`config.mk`:
```
export PLATFORM = sky130hd
export DESIGN_NAME = petb_cell
export DESIGN_NICKNAME = d
export VERILOG_FILES = /design/src/rtl/core/petb_pkg.sv /design/src/rtl/core/petb_cell.sv
export SDC_FILE = /design/constraint.sdc
export NUM_CORES = 1
export LEC_CHECK = 0
export BUFFER_PORTS_ARGS = -buffer_cell sky130_fd_sc_hd__buf_4
export CAP_MARGIN = 0
export CORE_UTILIZATION = 30
export DETAILED_ROUTE_END_ITERATION = 6
export HOLD_SLACK_MARGIN = 0.06
export SYNTH_ARGS = -nofsm -noshare
export SYNTH_HDL_FRONTEND = slang
export SYNTH_SLANG_ARGS = --single-unit
export TNS_END_PERCENT = 50
```
`constraint.sdc`:
```
create_clock -name clk -period 7.5 [get_ports clk]
set_clock_uncertainty 0.2 [all_clocks]
set_input_delay 1.5 -clock clk [delete_from_list [all_inputs] [get_ports clk]]
set_output_delay 1.5 -clock clk [all_outputs]
set_load 0.03 [all_outputs]
```
`src/rtl/core/petb_pkg.sv`:
```
`default_nettype none

package petb_pkg;

  localparam int NUM_SLOTS_DEF = 8;

  localparam int TICK_W   = 32;
  localparam int PERIOD_W = 22;
  localparam int SCALE_W  = 10;
  localparam int STEP_W   = 5;
  localparam int KIND_W   = 2;
  localparam int SLOT_W   = 3;
  localparam int IN_DATA_W  = 24;
  localparam int OUT_DATA_W = 8;
  localparam int CFG_IDX_W  = 1;
  localparam int CFG_DATA_W = 10;

  localparam logic [SCALE_W-1:0] SCALE_RST = SCALE_W'(100);
  localparam logic [STEP_W-1:0]  STEP_RST  = STEP_W'(2);

  typedef enum logic [KIND_W-1:0] {
    KIND_FIRED    = 2'd0,
    KIND_ASSIGNED = 2'd1,
    KIND_FULL     = 2'd2
  } petb_kind_t;

  typedef enum logic [CFG_IDX_W-1:0] {
    REG_PERIOD_SCALE = 1'b0,
    REG_TICK_STEP    = 1'b1
  } petb_reg_t;

  // Token that walks the slot chain, one cell per cycle while the chain is not stalled.
  typedef struct packed {
    logic valid;
    logic is_add;
    logic claimed;
  } petb_probe_t;

endpackage : petb_pkg

`default_nettype wire

```
`src/rtl/core/petb_cell.sv`:
```
`default_nettype none

module petb_cell (
  input  wire logic                           clk,
  input  wire logic                           rst_n,
  input  wire logic                           advance,
  input  wire logic [petb_pkg::TICK_W-1:0]    tick_count,
  input  wire logic [petb_pkg::SCALE_W-1:0]   scale,
  input  wire logic [petb_pkg::PERIOD_W-1:0]  add_period,
  input  wire petb_pkg::petb_probe_t          probe_in,
  output petb_pkg::petb_probe_t               probe_out,
  output logic                                fire,
  output logic                                claim
);
  import petb_pkg::*;

  logic                valid_r;
  logic [PERIOD_W-1:0] period_r;
  logic [TICK_W-1:0]   last_r;
  logic [TICK_W-1:0]   limit_r;
  logic [TICK_W-1:0]   elapsed;
  petb_probe_t         probe_r;
  petb_probe_t         probe_nxt;

  always_comb begin
    elapsed = tick_count - last_r;
    fire    = probe_in.valid && !probe_in.is_add && valid_r && (elapsed > limit_r);
    claim   = probe_in.valid && probe_in.is_add && !probe_in.claimed && !valid_r;
    probe_nxt         = probe_in;
    probe_nxt.claimed = probe_in.claimed | claim;
  end

  assign probe_out = probe_r;

  always_ff @(posedge clk) begin
    if (!rst_n) begin
      valid_r <= 1'b0;
      probe_r <= '0;
    end else if (advance) begin
      probe_r <= probe_nxt;
      if (claim) begin
        valid_r <= 1'b1;
      end
    end
  end

  // Product of period and scale fits in 32 bits; hold it ready for the compare.
  always_ff @(posedge clk) begin
    limit_r <= TICK_W'(period_r) * TICK_W'(scale);
    if (advance && claim) begin
      period_r <= add_period;
      last_r   <= '0;
    end else if (advance && fire) begin
      last_r <= tick_count;
    end
  end

endmodule : petb_cell

`default_nettype wire

```
==> impl_metrics.csv <==
group,metric,value,unit
job,drv_cap,0,
sta,rsz0062_at_grt,"no",
final_layout,final_cell_mix,"238 x inv_1, 159 x fa_1, 130 x ha_1",
drt,viasPerCell,4.88,
place,place_ws,287,ps
power,p_sw,1740,uW
sta,setup_viol,0,
floorplan,die_w,204,um
drt,drtPass1Iterations,5,
power,ir_worst_vdd,175,uV
clocking,cts.htree.levels,3,
clocking,numCtsBuffers,9,
yosys,synth_top_area_share,0.259,
sta,finalWorstSetupSlack,357,ps
floorplan,core_region_area,40100,um^2
power,seq_power_share,0.178,
drt,drtIter0Drc,488,
global_route,gr-total-overflow,0,
clocking,cts-root-buf,"clkbuf_16",
final_layout,drive_above_1_share,0.0691,
critical_path,crit_arrival,5440,ps
critical_path,slowest_stage,"fa_1",
critical_path,crit_family,"compound AO/OA/AOI/OAI gates",
sta,fin_crit_sh,0.952,
floorplan,start_util,0.306,
yosys,ys_ff_latch,90,
yosys,synth_top_cell_by_area,"fa_1",
final_layout,layout.nets,1802,
yosys,synth-edff-count,22,
place,hpwl,23400,um
final_layout,syn_to_final_growth,10.4,%
power,power_leakage,0.00641,uW
sta,maxSlewViolCount,0,
drt,wl_per_cell,15.1,um
final_layout,antenna_cells,0,
clocking,clk_latency,370,ps
yosys,synth_fp_nets,1781,
sta,worst_slew_pin_slew,1140,ps
critical_path,cpPeakStageDelay,430,ps
place,gp_congestion,0.857,
critical_path,cp.buffers_inverters,4,
global_route,grt_max_degree,56,
global_route,grt_pass1_wl,50600,um
outcome,outcome,"completed",
power,powerDensity,270,nW/um^2
clocking,cts_buffer_depth,2,
critical_path,crit_type,"input pin to output port",
yosys,synth_cells,1422,
sta,fmax,0.140,GHz
floorplan,dieArea,41700,um^2
global_route,antenna_found_initial,0,
sta,tns,0,ps
critical_path,worstPathMaxFanout,3,
final_layout,final_common_cell,"inv_1",
critical_path,cp-end-kind,"output port",
power,internal_power,1920,uW
yosys,async_reset_ff_frac,0,
drt,ant_nets,0,
yosys,synth-main-ff-cell,"dfxtp_1",
yosys,ys_seq_area_frac,0.165,
floorplan,rows,73,
power,pwr-share-comb,0.703,
critical_path,crit_required,5800,ps
place,port_buffers,74,
drt,vias,9621,
clocking,cts_tree,"built",
floorplan,die_h,204,um
global_route,grt_pass1_vias,10200,
power,clockPowerShare,0.119,
clocking,clk_pin_slew,70,ps
critical_path,worst_setup_path_start_kind,"input pin",
global_route,track_usage,0.150,
sta,period_minus_slack,7140,ps
yosys,synth_area_leaders,"fa_1 26%, ha_1 13%, dfxtp_1 11%",
power,switching_share,0.475,
floorplan,ioPinCount,75,
yosys,ys_types,56,
sta,hold_viol,0,
worst_hold_path,min_path_type,"flop to flop",
yosys,syn_area,12300,um^2
critical_path,crit_chain,"buf_4 > inv_1 > ha_1 > inv_1 > fa_1 > a211oi_1 > o21ai_1 > and4_1 > o2111ai_1 > o211ai_1 > a221oi_1 > xnor2_1 > ha_1 > nand4_1 > nor4b_2 > and2_1 > o31ai_1 > nand4_1 > and2_1 > buf_4",
drt,drc,0,
yosys,yosysWarnings,0,
sta,max-slew-margin-rel,0.240,
drt,drt_wl_total,29700,um
clocking,clock-sinks,90,
yosys,synth_area_per_cell,8.64,um^2
==> cells by family (layout without fill, tap and decap cells) <==
logic type,Yosys count,in the layout,share of synthesized area
AOI/OAI and AO/OA,280,280,0.143
adders and majority gates,289,289,0.392
and+or+nand+nor,398,398,0.166
xor gates and xnor gates,53,53,0.0378
buffers and inverters,309,334,0.0944
muxes,3,3,0.00245
DFF,90,90,0.165
==> what timing repair did <==
action | 4_1_cts | 5_1_grt
resized for setup | 0 | 1
hold buffers | 0 | 0
buffers inserted | 0 | 0
endpoints found under the setup margin | 0 | 1
==> flip-flops by register name, indices dropped and copies added, names as in the netlist <==
signal     count
last_r        32
probe_out      3
limit_r       32
period_r      22
valid_r        1
==> final timing paths <==
kind                  from     endpoint  slack (ps)  depth (start not counted)
min              last_r[7]    last_r[7]         270                          2
max reg2reg    period_r[7]  limit_r[29]        1460                         19
max          tick_count[0]         fire         360                         20
min reg2reg      last_r[7]    last_r[7]         270                          2
==> power by group through the flow <==
stage                     Clock [uW]  Sequential, uW  Combinational, uW
final                            434             651               2570
after global routing             466             661               2950
after detailed placement           0             664               2560
after floorplan                    0             648               1980
after global placement             0             659               2520
after CTS                        453             653               2580
==> cell type report <==
class / instances / area (um^2)
clock buffers: 9 / 225
clock inverters: 6 / 41.3
fillers: 4124 / 26500
inverters: 238 / 893
multi-input cells: 1023 / 9110
flip-flops and latches: 90 / 2020
well taps: 525 / 657
repair buffers: 81 / 608
==> metrics by stage <==
step / power (uW) / hold slack (ps) / util / area (um^2) / cells
after CTS: 3680 / 276 / 0.338 / 13500 / 1972
after detailed placement: 3220 / 266 / 0.331 / 13300 / 1957
after floorplan: 2630 / 254 / - / 12300 / 1422
final: 3660 / 274 / 0.338 / 13600 / 1972
after global routing: 4080 / 294 / 0.338 / 13600 / 1972
after global placement: 3180 / 260 / 0.331 / 13300 / 1957
==> worst reg2reg max path, cell delays in order (launching register included) <==
cell       delay (ps)
edfxtp_1          640
nand2_1           160
fa_1              550
inv_1              50
fa_1              490
inv_1              50
fa_1              530
inv_1              50
fa_1              470
inv_1              50
fa_1              470
inv_1              40
ha_1              360
a2111oi_0         450
o21ai_1           160
a221oi_1          430
o31a_1            270
o21ai_1           160
a311oi_1          260
a211oi_1           70
==> per-layer routing <==
metal | wire [um] | track usage
met1 | 14400 | 0.205
met2 | 13600 | 0.247
met3 | 1420 | 0.0255
met5 | 0 | 0
met4 | 309 | 0.0304
==> synth_stat cells (9+ instances only) <==
cell and number:
o211ai_1 10, o21ai_1 21, clkbuf_1 70, xor2_1 17, nor3_1 15, dfxtp_1 68
ha_1 130, a21oi_1 92, inv_1 238, xnor2_1 36, edfxtp_1 22, nand2_1 128
fa_1 159, a21o_1 38, nand3_1 46, nor2_1 32, nand2b_1 9, o21ai_0 50
nand4_1 17, and2_1 124
Power figures use the tool's default switching activity.
